### config.mk
export PLATFORM = sky130hd
export DESIGN_NAME = priority_tick_scheduler
export DESIGN_NICKNAME = d
export VERILOG_FILES = /design/src/hdl/pts_pkg.sv /design/src/hdl/pts_controller.sv /design/src/hdl/pts_datapath.sv /design/src/hdl/priority_tick_scheduler.sv
export SDC_FILE = /design/constraint.sdc
export NUM_CORES = 1
export LEC_CHECK = 0
export ABC_AREA = 1
export BUFFER_PORTS_ARGS = -buffer_cell sky130_fd_sc_hd__buf_2
export CAP_MARGIN = 20
export CORE_ASPECT_RATIO = 1.2
export CORE_MARGIN = 8
export CORE_UTILIZATION = 42
export DETAILED_ROUTE_END_ITERATION = 8
export GPL_TIMING_DRIVEN = 1
export HOLD_SLACK_MARGIN = 0.05
export SYNTH_ARGS = -nofsm -noshare
export SYNTH_HDL_FRONTEND = slang
export SYNTH_SLANG_ARGS = --single-unit
### constraint.sdc
create_clock -name clock -period 4.7 [get_ports clock]
set_clock_uncertainty 0.05 [all_clocks]
set_input_delay 0 -clock clock [delete_from_list [all_inputs] [get_ports clock]]
set_output_delay 0 -clock clock [all_outputs]
set_load 0.05 [all_outputs]
### src/hdl/pts_pkg.sv
// Shared types and constants for the priority tick scheduler.
// Used by pts_controller, pts_datapath and priority_tick_scheduler; no dependencies.
package pts_pkg;

   // Number of task slots, slot zero being the idle task.
   localparam int TASK_SLOTS = 16;
   localparam int SLOT_W     = $clog2(TASK_SLOTS);

   // Item opcodes.
   localparam logic OP_TICK = 1'b0;
   localparam logic OP_LOAD = 1'b1;

   // Input item.
   typedef struct packed {
      logic       opcode;
      logic [3:0] slot;
      logic       present;
      logic       runnable;
      logic [7:0] time_left;
      logic [6:0] weight;
   } pts_req_type;

   // Result item.
   typedef struct packed {
      logic [3:0] current_task;
      logic       switched;
      logic       rescheduled;
      logic       refilled;
      logic       stuck_flag;
   } pts_rsp_type;

   // Commands from the controller to the datapath.
   typedef struct packed {
      logic load;
      logic check;
      logic scan_start;
      logic scan_step;
      logic refill_start;
      logic refill_step;
      logic finish;
   } pts_cmd_type;

   // Status from the datapath to the controller.
   typedef struct packed {
      logic go;
      logic idx_last;
      logic best_zero;
      logic refilled;
   } pts_stat_type;

endpackage

### src/hdl/pts_controller.sv
// Sequencing state machine of the priority tick scheduler.
// Depends on pts_pkg; drives the command struct of pts_datapath.
module pts_controller (
   input  logic                  clock,
   input  logic                  reset,
   input  logic                  req_valid,
   input  pts_pkg::pts_req_type  req_item,
   output logic                  req_ready,
   output logic                  rsp_valid,
   input  logic                  rsp_ready,
   input  pts_pkg::pts_stat_type stat,
   output pts_pkg::pts_cmd_type  cmd
);
   import pts_pkg::*;

   typedef enum logic [2:0] {
      ST_IDLE,
      ST_CHECK,
      ST_SCAN,
      ST_REFILL,
      ST_FINISH
   } state_type;

   state_type state_ff, state_in;
   logic      rsp_valid_ff, rsp_valid_in;
   logic      out_free;

   // The output register can take a new item when empty or draining.
   assign out_free  = !rsp_valid_ff || rsp_ready;
   assign rsp_valid = rsp_valid_ff;

   // Next state and commands.
   always_comb begin
      cmd          = '0;
      state_in     = state_ff;
      rsp_valid_in = rsp_valid_ff && !rsp_ready;
      req_ready    = 1'b0;
      unique case (state_ff)
         ST_IDLE: begin
            req_ready = out_free;
            if (req_valid && out_free) begin
               if (req_item.opcode == OP_LOAD) begin
                  cmd.load     = 1'b1;
                  rsp_valid_in = 1'b1;
               end else begin
                  state_in = ST_CHECK;
               end
            end
         end
         ST_CHECK: begin
            cmd.check      = 1'b1;
            cmd.scan_start = 1'b1;
            state_in       = stat.go ? ST_SCAN : ST_FINISH;
         end
         ST_SCAN: begin
            cmd.scan_step = 1'b1;
            if (stat.idx_last) begin
               if (stat.best_zero && !stat.refilled) begin
                  cmd.refill_start = 1'b1;
                  state_in         = ST_REFILL;
               end else begin
                  state_in = ST_FINISH;
               end
            end
         end
         ST_REFILL: begin
            cmd.refill_step = 1'b1;
            if (stat.idx_last) begin
               cmd.scan_start = 1'b1;
               state_in       = ST_SCAN;
            end
         end
         ST_FINISH: begin
            if (out_free) begin
               cmd.finish   = 1'b1;
               rsp_valid_in = 1'b1;
               state_in     = ST_IDLE;
            end
         end
         default: state_in = ST_IDLE;
      endcase
   end

   // State and registered outputs.
   always_ff @(posedge clock) begin
      if (reset) begin
         state_ff     <= ST_IDLE;
         rsp_valid_ff <= 1'b0;
      end else begin
         state_ff     <= state_in;
         rsp_valid_ff <= rsp_valid_in;
      end
   end

endmodule

### src/hdl/pts_datapath.sv
// Slot table, scan registers and result register of the priority tick scheduler.
// Depends on pts_pkg; commanded by pts_controller.
module pts_datapath (
   input  logic                  clock,
   input  logic                  reset,
   input  pts_pkg::pts_req_type  req_item,
   input  pts_pkg::pts_cmd_type  cmd,
   output pts_pkg::pts_stat_type stat,
   output pts_pkg::pts_rsp_type  rsp_item
);
   import pts_pkg::*;

   localparam logic [SLOT_W-1:0] IDX_TOP = SLOT_W'(TASK_SLOTS - 1);
   localparam logic [SLOT_W-1:0] IDX_ONE = SLOT_W'(1);

   // Slot table.
   logic       present_ff  [TASK_SLOTS];
   logic       running_ff  [TASK_SLOTS];
   logic [7:0] counter_ff  [TASK_SLOTS];
   logic [6:0] priority_ff [TASK_SLOTS];

   logic [SLOT_W-1:0] cur_ff, idx_ff, best_ff;
   logic [7:0]        cnt_ff;
   logic              found_ff, go_ff, refl_ff;
   pts_rsp_type       rsp_ff;

   logic [SLOT_W-1:0] rd_idx, wr_slot, next_slot;
   logic              rd_present, rd_running;
   logic [7:0]        rd_cnt, refill_cnt;
   logic              load_ok, cur_idle, take, found_nx, stuck;
   logic [7:0]        cnt_nx;

   // One table read port: the current slot during the check, else the walk index.
   assign rd_idx     = cmd.check ? cur_ff : idx_ff;
   assign rd_present = present_ff[rd_idx];
   assign rd_running = running_ff[rd_idx];
   assign rd_cnt     = counter_ff[rd_idx];
   assign refill_cnt = {1'b0, rd_cnt[7:1]} + {1'b0, priority_ff[rd_idx]};

   // Loads to the idle slot or beyond the table are dropped.
   assign wr_slot = SLOT_W'(req_item.slot);
   assign load_ok = (req_item.slot != 4'd0) && (32'(req_item.slot) < TASK_SLOTS);

   // Tick check of the current task.
   assign cur_idle = (cur_ff == '0);

   // Scan compare: first running slot seen, or a strictly larger counter.
   assign take     = rd_present && rd_running && (!found_ff || (rd_cnt > cnt_ff));
   assign found_nx = found_ff || take;
   assign cnt_nx   = take ? rd_cnt : cnt_ff;

   // A zero best after the second scan selects idle.
   assign stuck     = found_ff && (cnt_ff == 8'd0);
   assign next_slot = stuck ? '0 : best_ff;

   assign stat.go        = cur_idle || (rd_cnt == 8'd0) || (rd_cnt == 8'd1);
   assign stat.idx_last  = (idx_ff == IDX_ONE);
   assign stat.best_zero = found_nx && (cnt_nx == 8'd0);
   assign stat.refilled  = refl_ff;

   assign rsp_item = rsp_ff;

   // Table writes: load, decrement of the current task, refill of one slot.
   always_ff @(posedge clock) begin
      if (reset) begin
         for (int i = 0; i < TASK_SLOTS; i++) begin
            present_ff[i]  <= 1'b0;
            running_ff[i]  <= 1'b0;
            counter_ff[i]  <= 8'd0;
            priority_ff[i] <= 7'd0;
         end
      end else if (cmd.load) begin
         if (load_ok) begin
            present_ff[wr_slot]  <= req_item.present;
            running_ff[wr_slot]  <= req_item.runnable;
            counter_ff[wr_slot]  <= req_item.time_left;
            priority_ff[wr_slot] <= req_item.weight;
         end
      end else if (cmd.check) begin
         if (!cur_idle && (rd_cnt != 8'd0)) begin
            counter_ff[cur_ff] <= rd_cnt - 8'd1;
         end
      end else if (cmd.refill_step) begin
         if (rd_present) begin
            counter_ff[idx_ff] <= refill_cnt;
         end
      end
   end

   // Walk index, scan result, pass flags and current slot.
   always_ff @(posedge clock) begin
      if (reset) begin
         cur_ff   <= '0;
         idx_ff   <= IDX_TOP;
         best_ff  <= '0;
         cnt_ff   <= 8'd0;
         found_ff <= 1'b0;
         go_ff    <= 1'b0;
         refl_ff  <= 1'b0;
      end else begin
         if (cmd.scan_start || cmd.refill_start) begin
            idx_ff <= IDX_TOP;
         end else if (cmd.scan_step || cmd.refill_step) begin
            idx_ff <= idx_ff - IDX_ONE;
         end
         if (cmd.scan_start) begin
            best_ff  <= '0;
            cnt_ff   <= 8'd0;
            found_ff <= 1'b0;
         end else if (cmd.scan_step && take) begin
            best_ff  <= idx_ff;
            cnt_ff   <= rd_cnt;
            found_ff <= 1'b1;
         end
         if (cmd.check) begin
            go_ff   <= stat.go;
            refl_ff <= 1'b0;
         end else if (cmd.refill_start) begin
            refl_ff <= 1'b1;
         end
         if (cmd.finish && go_ff) begin
            cur_ff <= next_slot;
         end
      end
   end

   // Result register.
   always_ff @(posedge clock) begin
      if (cmd.load || (cmd.finish && !go_ff)) begin
         rsp_ff <= '{current_task: 4'(cur_ff), switched: 1'b0, rescheduled: 1'b0,
                     refilled: 1'b0, stuck_flag: 1'b0};
      end else if (cmd.finish) begin
         rsp_ff <= '{current_task: 4'(next_slot), switched: (next_slot != cur_ff),
                     rescheduled: 1'b1, refilled: refl_ff, stuck_flag: stuck};
      end
   end

endmodule

### src/hdl/priority_tick_scheduler.sv
// Top level of the priority tick scheduler: controller plus datapath.
// Depends on pts_pkg, pts_controller and pts_datapath.
//
//   channel | direction | handshake           | payload
//   req     | in        | req_valid/req_ready | req_item (pts_req_type)
//   rsp     | out       | rsp_valid/rsp_ready | rsp_item (pts_rsp_type)
//
// A load item's result is registered and appears in the cycle after it is taken.
// A tick runs a check and a finish; a reschedule adds a scan of the table,
// and a scan that finds a zero best counter adds a refill and a second scan; the
// table has one read port, walked one slot per cycle for scans and refills.
// Synchronous reset clears the slot table and selects the idle task.
// A stalled result stays in the output register; a new item is taken once
// that register is empty or draining.
module priority_tick_scheduler (
   input  logic                 clock,
   input  logic                 reset,
   input  logic                 req_valid,
   output logic                 req_ready,
   input  pts_pkg::pts_req_type req_item,
   output logic                 rsp_valid,
   input  logic                 rsp_ready,
   output pts_pkg::pts_rsp_type rsp_item
);
   import pts_pkg::*;

   pts_cmd_type  cmd;
   pts_stat_type stat;

   pts_controller u_ctrl (
      .clock     (clock),
      .reset     (reset),
      .req_valid (req_valid),
      .req_item  (req_item),
      .req_ready (req_ready),
      .rsp_valid (rsp_valid),
      .rsp_ready (rsp_ready),
      .stat      (stat),
      .cmd       (cmd)
   );

   pts_datapath u_dp (
      .clock    (clock),
      .reset    (reset),
      .req_item (req_item),
      .cmd      (cmd),
      .stat     (stat),
      .rsp_item (rsp_item)
   );

`ifndef SYNTHESIS
   // A table load happens only on an accepted item.
   a_load_on_accept: assert property (@(posedge clock) disable iff (reset)
      cmd.load |-> (req_valid && req_ready))
      else $error("table load without an accepted item");

   // A finished tick always leaves a result waiting.
   a_finish_shows: assert property (@(posedge clock) disable iff (reset)
      cmd.finish |=> rsp_valid)
      else $error("finished tick produced no result");

   // At most one refill per tick.
   a_one_refill: assert property (@(posedge clock) disable iff (reset)
      cmd.refill_start |-> !stat.refilled)
      else $error("second refill within one tick");

   // A stuck outcome follows a refill and selects idle.
   a_stuck_idle: assert property (@(posedge clock) disable iff (reset)
      (rsp_valid && rsp_item.stuck_flag) |->
         (rsp_item.refilled && (rsp_item.current_task == 4'd0)))
      else $error("stuck result without refill or not idle");
`endif

endmodule
* Word-level counts from Yosys, hierarchy flattened *
Memories as Yosys holds them, arrays and structs flattened.
Index checks and enable logic that the tools add are counted.

storage, ports and cells
  logic and storage cells = 142
  flip-flop bits (word level) = 35
  memory bits (writable) = 272
  input bits = 26
  memories = 4
  output and inout port bits = 10

memory list
  memory            words  bits a word  rd ports  clocked after Yosys merged registers in  write ports  line                source
  u_dp.counter_ff   16     8            1         0                                        16           pts_datapath.sv:19  logic [7:0] counter_ff [TASK_SLOTS];
  u_dp.priority_ff  16     7            1         0                                        16           pts_datapath.sv:20  logic [6:0] priority_ff [TASK_SLOTS];
  u_dp.present_ff   16     1            1         0                                        16           pts_datapath.sv:17  logic present_ff [TASK_SLOTS];
  u_dp.running_ff   16     1            1         0                                        16           pts_datapath.sv:18  logic running_ff [TASK_SLOTS];

operators by class
  reductions and logical operators = 43
  muxes and demuxes = 65
  equal/unequal tests = 12
  add/subtract/negate cells = 3
  $lt $le $gt $ge = 1

operators by type and width
  operator               count
  $mux W8                6
  $mux W1                39
  $mux W4                8
  $logic_not A8 Y1       3
  $reduce_or A8 Y1       3
  $mux W3                7
  $pmux W3 S5            1
  $logic_and A1 B1 Y1    11
  $add A7 B7 Y8          1
  $eq A8 B1 Y1 const B   1
  $gt A8 B8 Y1           1
  $logic_or A1 B1 Y1     8
  $reduce_bool A8 Y1     1
  $sub A8 B1 Y8 const B  1
  $mux W7                1
  $reduce_or A7 Y1       1
  $eq A3 B2 Y1 const B   2
  $logic_not A1 Y1       6
  $ne A2 B2 Y1 const B   3
  $reduce_or A2 Y1       3
  $reduce_and A5 Y1      1
  $eq A4 B1 Y1 const B   1
  $logic_not A4 Y1       1
  $ne A2 B1 Y1 const B   2
  10 further kinds       12

* Depth between registers and ports, before layout *
An unclocked memory read counts as a cell.

  word-level depth = 16
  mapped depth = 31
  depth with buffers taken out = 27

* By module *
From an unflattened synthesis, not the netlist that was laid out.

second synthesis, totals
  cell total of the unflattened synthesis = 1700
  area total of the unflattened synthesis = 15476.1 um^2

modules (own cells, without submodules)
  module          instances  area an instance (um^2)  cells an instance  seq. area each (um^2)
  pts_datapath    1          15159.5                  1645               8828.5
  pts_controller  1          316.6                    55                 80.1

* Least setup slack after synthesis *
OpenSTA, ideal clock, no wires.

  kind = flip-flop to flip-flop
  from = register u_ctrl.state_ff[2]
  to = memory u_dp.counter_ff[10][7] (data pin)
  library setup time = 0.256 ns
  data arrival time = 3.891 ns
  required time = 4.394 ns
  clock period less this slack = 4.197 ns
  buffers on the path = 6
  stages on the path, launching flop included = 31
  path slack = 0.503 ns
  cells stage by stage = dfxtp_1 > inv_2 > nand3_2 > buf_4 > nand2_2 > nand2_4 > buf_2 > buf_2 > clkbuf_1 > clkbuf_1 > nand2_1 > a32o_1 > o211ai_1 > nand2_1 > inv_1 > ha_1 > nand2_1 > nor2_1 > a211oi_1 > nor2_1 > nor2_1 > inv_1 > a21oi_1 > inv_1 > nand2_1 > nand2_1 > a21oi_1 > nand2_1 > nand2_1 > buf_4 > nor2_1

RTL lines
  element                 line                  source
  start, declared         pts_controller.sv:24  state_type state_ff, state_in;
  start signal, assigned  pts_controller.sv:90  state_ff <= state_in;
  end, declared           pts_datapath.sv:19

* Worst setup path after layout *
  from = register u_ctrl.state_ff[1]
  to = register u_ctrl.state_ff[2]

on the way
  word-level cells in the longest chain between the ends = 14
  elaborated cells between the ends (all ways) = 33
  classes of those cells = 1 x order compare; 10 x eq/ne; 7 x mux; 12 x reduce/logical; 3 x memory

RTL lines
  element                   line                  source
  $eq A3 B1 Y1 *            pts_controller.sv:38  unique case (state_ff)
  $mux W1 *                 pts_controller.sv:38
  $mux W4 *                 pts_datapath.sv:34    assign rd_idx = cmd.check ? cur_ff : idx_ff;
  $mem_v2 Z16 W8 *          --
  named net u_dp.rd_cnt[7]  pts_datapath.sv:29    logic [7:0] rd_cnt, refill_cnt;
  $gt A8 B8 Y1              pts_datapath.sv:48    assign take = rd_present && rd_running && (!found_ff || (rd_cnt > cnt_ff));
  $logic_or A1 B1 Y1        pts_datapath.sv:48
  $logic_and A1 B1 Y1       pts_datapath.sv:48
  $mux W8                   pts_datapath.sv:50    assign cnt_nx = take ? rd_cnt : cnt_ff;
  $logic_not A8 Y1          pts_datapath.sv:58    assign stat.best_zero = found_nx && (cnt_nx == 8'd0);
  $logic_and A1 B1 Y1       pts_datapath.sv:58
  $logic_and A1 B1 Y1       pts_controller.sv:58  if (stat.best_zero && !stat.refilled) begin
  $mux W3                   pts_controller.sv:58
  $mux W3                   pts_controller.sv:57  if (stat.idx_last) begin
  $pmux W3 S5 *             pts_controller.sv:38

The timed path passes the listed nets; every way through them passes the cells marked *. The select of a mux whose other input is x is not followed.
A chain may end at the register's enable or synchronous reset.

==> flow_summary.yaml <==
routing:
  wirelength_mm: 41.7
  vias: 11600
  vias_per_cell: 5.35
  drc: 0
  dr.first_iter.drc_count: 1003
  wl_per_cell_microns: 19.2
  dr.pass1.iters: 5
  antenna_left: 0
grt:
  overflow: 0
  grt_use_total_pct: 19.4
  grt_pass1_wl_mm: 64.4
  antenna_found_initial: 1
  grt_start_max_net_pins: 33
  grt_pass1_vias: 11600
critical_path:
  arrival_ns: 4.62
  r2r-end: "u_ctrl.state_ff[2]"
  cp.required_ns: 5.04
  crit_path_start_kind: "register"
  r2r_slack_ns: 0.43
  r2r-start: "u_ctrl.state_ff[1]"
  crit_path_end_kind: "register"
  criticalPathCategory: "reg -> reg"
  crit_path_max_fanout: 15
  ff2ff_path_depth: 27
timing:
  tns_ns: 0
  hold_violations: 0
  timing.final.crit_share_pct: 90.9
  holdWs_ns: 0.0982
  max_freq_ghz: 0.234
  period_needed_ns: 4.27
  setup_viol: 0
  slew_violations: 0
  slew_headroom_pct: 50.0
  rsz0062_at_grt: "no"
  worstMarginPinSlew_ns: 0.744
logic_synthesis:
  async_reset_ff_share_pct: 0
  syn_area_per_cell_sq_um: 9.40
  synth_top_cell_area_share_pct: 54.5
  synth_area_leaders: "edfxtp_1 55%, nand2_1 9.3%, nor2_1 7.9%"
  netlist_area_sq_um: 15200
  seq_area_frac_synth_pct: 58.6
  synth_area_leader_cell: "edfxtp_1"
  yosys_warnings: 0
  synth_top_flop_cell: "edfxtp_1"
  ys_ff_latch: 307
  yosys.cell_types.count: 45
  syn-instance-count: 1617
  synth-edff-count: 276
power:
  p_total_mw: 10.5
  peakVddDrop_mv: 0.341
  leakagePower_nw: 7.22
  power.density_nw_per_um2: 609
clock_tree:
  cts_tree: "done"
  ctsRootBufferMaster: "clkbuf_16"
  cts_buffer_depth: 3
  clock-sinks: 307
  path_clk_slew_ns: 0.06
  insertion_delay_ns: 0.51
  cts_buffers: 34
  htree_levels: 2
floorplan:
  die_h_microns: 224
  dieWidth_microns: 190
  num_io_pins: 36
  coreArea_sq_um: 35800
  die_area_sq_um: 42600
  initial_core_util_pct: 42.5
  row_count: 76
final_layout:
  drive_gt1_share_pct: 12.3
  final_common_cell: "nand2_1"
  nets: 1725
  final_cell_mix: "372 x nand2_1, 320 x nor2_1, 276 x edfxtp_1, 201 x nand3_1, 80 x inv_1"
  areaGrowthSynthToFinish_pct: 13.8
place:
  io_buffers: 35
  dp_hpwl_mm: 28.6
  place_congestion: 0.881
min_path:
  hold_path_end: "u_dp.priority_ff[7][1]"
  holdPathStages: 3
  min_from: "req_item[1]"
  worst_hold_path_type: "in -> reg"
run_status:
  status: "finished, final reports clean"
run:
  cap_violations: 0
==> worst max-delay path: stages (launching register included) <==
cell and delay (ns):
dfxtp_1 0.34, inv_2 0.13, nand3_4 0.21, nand2_4 0.19
nand2_8 0.13, buf_4 0.19, buf_4 0.18, nand2_1 0.06
nand3_1 0.08, nand3_1 0.09, nand3_1 0.13, nand2_2 0.16
inv_1 0.12, ha_1 0.31, nand2_1 0.09, o21ai_0 0.18
a21oi_1 0.06, o21ai_1 0.18, nand2_1 0.10, nand2_1 0.09
inv_1 0.04, nor2_1 0.11, nand2_1 0.10, nand2_1 0.06
nand2_1 0.05, nand2_1 0.06, a21oi_1 0.06, dlygate4sd3_1 0.59
==> where the power goes <==
part	internal [mW]	switching (mW)
logic	1.51	3.30
registers	3.10	0.0578
clock network	1.50	1.05
==> synthesized netlist by cell type, types with 8 or more instances <==
master,count
inv_1,80
ha_1,19
a32o_1,14
buf_2,20
clkbuf_1,37
nand2_4,16
nand4_1,8
nor2_1,320
buf_4,18
xor2_1,8
o211ai_1,20
nand2_1,377
nand3_1,201
edfxtp_1,276
nand2_2,15
dfxtp_1,31
o21ai_0,35
a21oi_1,52
==> logic make-up (layout without fill, tap and decap cells) <==
logic type | count (synthesis) | in the layout | share of synthesized area, %
adder cells (fa/ha/maj) | 20 | 20 | 1.70
other | 1 | 11 | 0.0247
buffers and inverters | 170 | 247 | 5.00
AO/OA/AOI/OAI | 140 | 140 | 5.70
flip-flops | 307 | 307 | 58.6
XOR/XNOR | 8 | 8 | 0.461
AND/OR/NAND/NOR | 971 | 972 | 28.5
==> per-layer routing <==
layer | up-vias | GRT usage [%] | share of wire, %
met5 | - | 0 | 0
met4 | 0 | 7.30 | 3.4
met3 | 84 | 2.56 | 5.6
met2 | 371 | 34.8 | 51
met1 | 5590 | 23.3 | 40
li1 | 5590 | - | -
==> registers in the layout, summed over array words and instances (netlist names) <==
register / count
u_dp.found_ff: 1
u_dp.running_ff: 16
u_ctrl.rsp_valid: 1
u_dp.refl_ff: 1
u_dp.cnt_ff: 8
u_dp.priority_ff: 112
u_dp.go_ff: 1
u_dp.idx_ff: 4
u_dp.counter_ff: 128
u_dp.cur_ff: 4
u_dp.present_ff: 16
u_dp.rsp_item: 8
u_ctrl.state_ff: 3
u_dp.best_ff: 4
==> repair_timing <==
| action | CTS | global route |
|---|---|---|
| gates resized for setup | 0 | 11 |
| endpoints found under the setup margin | 0 | 1 |
| hold buffers | 6 | 0 |
| buffers inserted | 0 | 1 |
| endpoints found under the hold margin | 17 | 0 |
==> worst max path at each step <==
stage	to	slack (ns)	from
after floorplan	u_dp.counter_ff[10][7]	0.50	u_ctrl.state_ff[2]
after global placement	u_dp.counter_ff[6][7]	0.46	u_ctrl.state_ff[0]
after detailed placement	u_dp.counter_ff[6][6]	0.39	u_ctrl.state_ff[0]
after CTS	u_ctrl.state_ff[2]	0.07	u_ctrl.state_ff[0]
after global routing	u_ctrl.state_ff[2]	0.07	u_ctrl.state_ff[1]
final	u_ctrl.state_ff[2]	0.43	u_ctrl.state_ff[1]
==> through the flow <==
| stage | cells | worst slack (ns) | util [%] | instance area [sq um] |
|---|---|---|---|---|
| finish | 2173 | 0.426 | 48.4 | 17300 |
| CTS | 2169 | 0.0663 | 48.2 | 17200 |
| global route | 2172 | 0.0656 | 48.4 | 17300 |
| floorplan | 1625 | 0.503 | - | 15200 |
| global placement | 2103 | 0.460 | 45.1 | 16100 |
| detailed placement | 2103 | 0.389 | 45.1 | 16100 |
==> final cells by class <==
cell class	count	area (sq um)
fillers	3373	18500
flip-flops and latches	307	8910
multi-input cells	1149	5630
repair buffers	99	787
diodes	2	5.00
clock buffers	45	892
well taps	468	586
clock inverters	15	159
inverters	88	330
(Power assumes the default switching activity.)
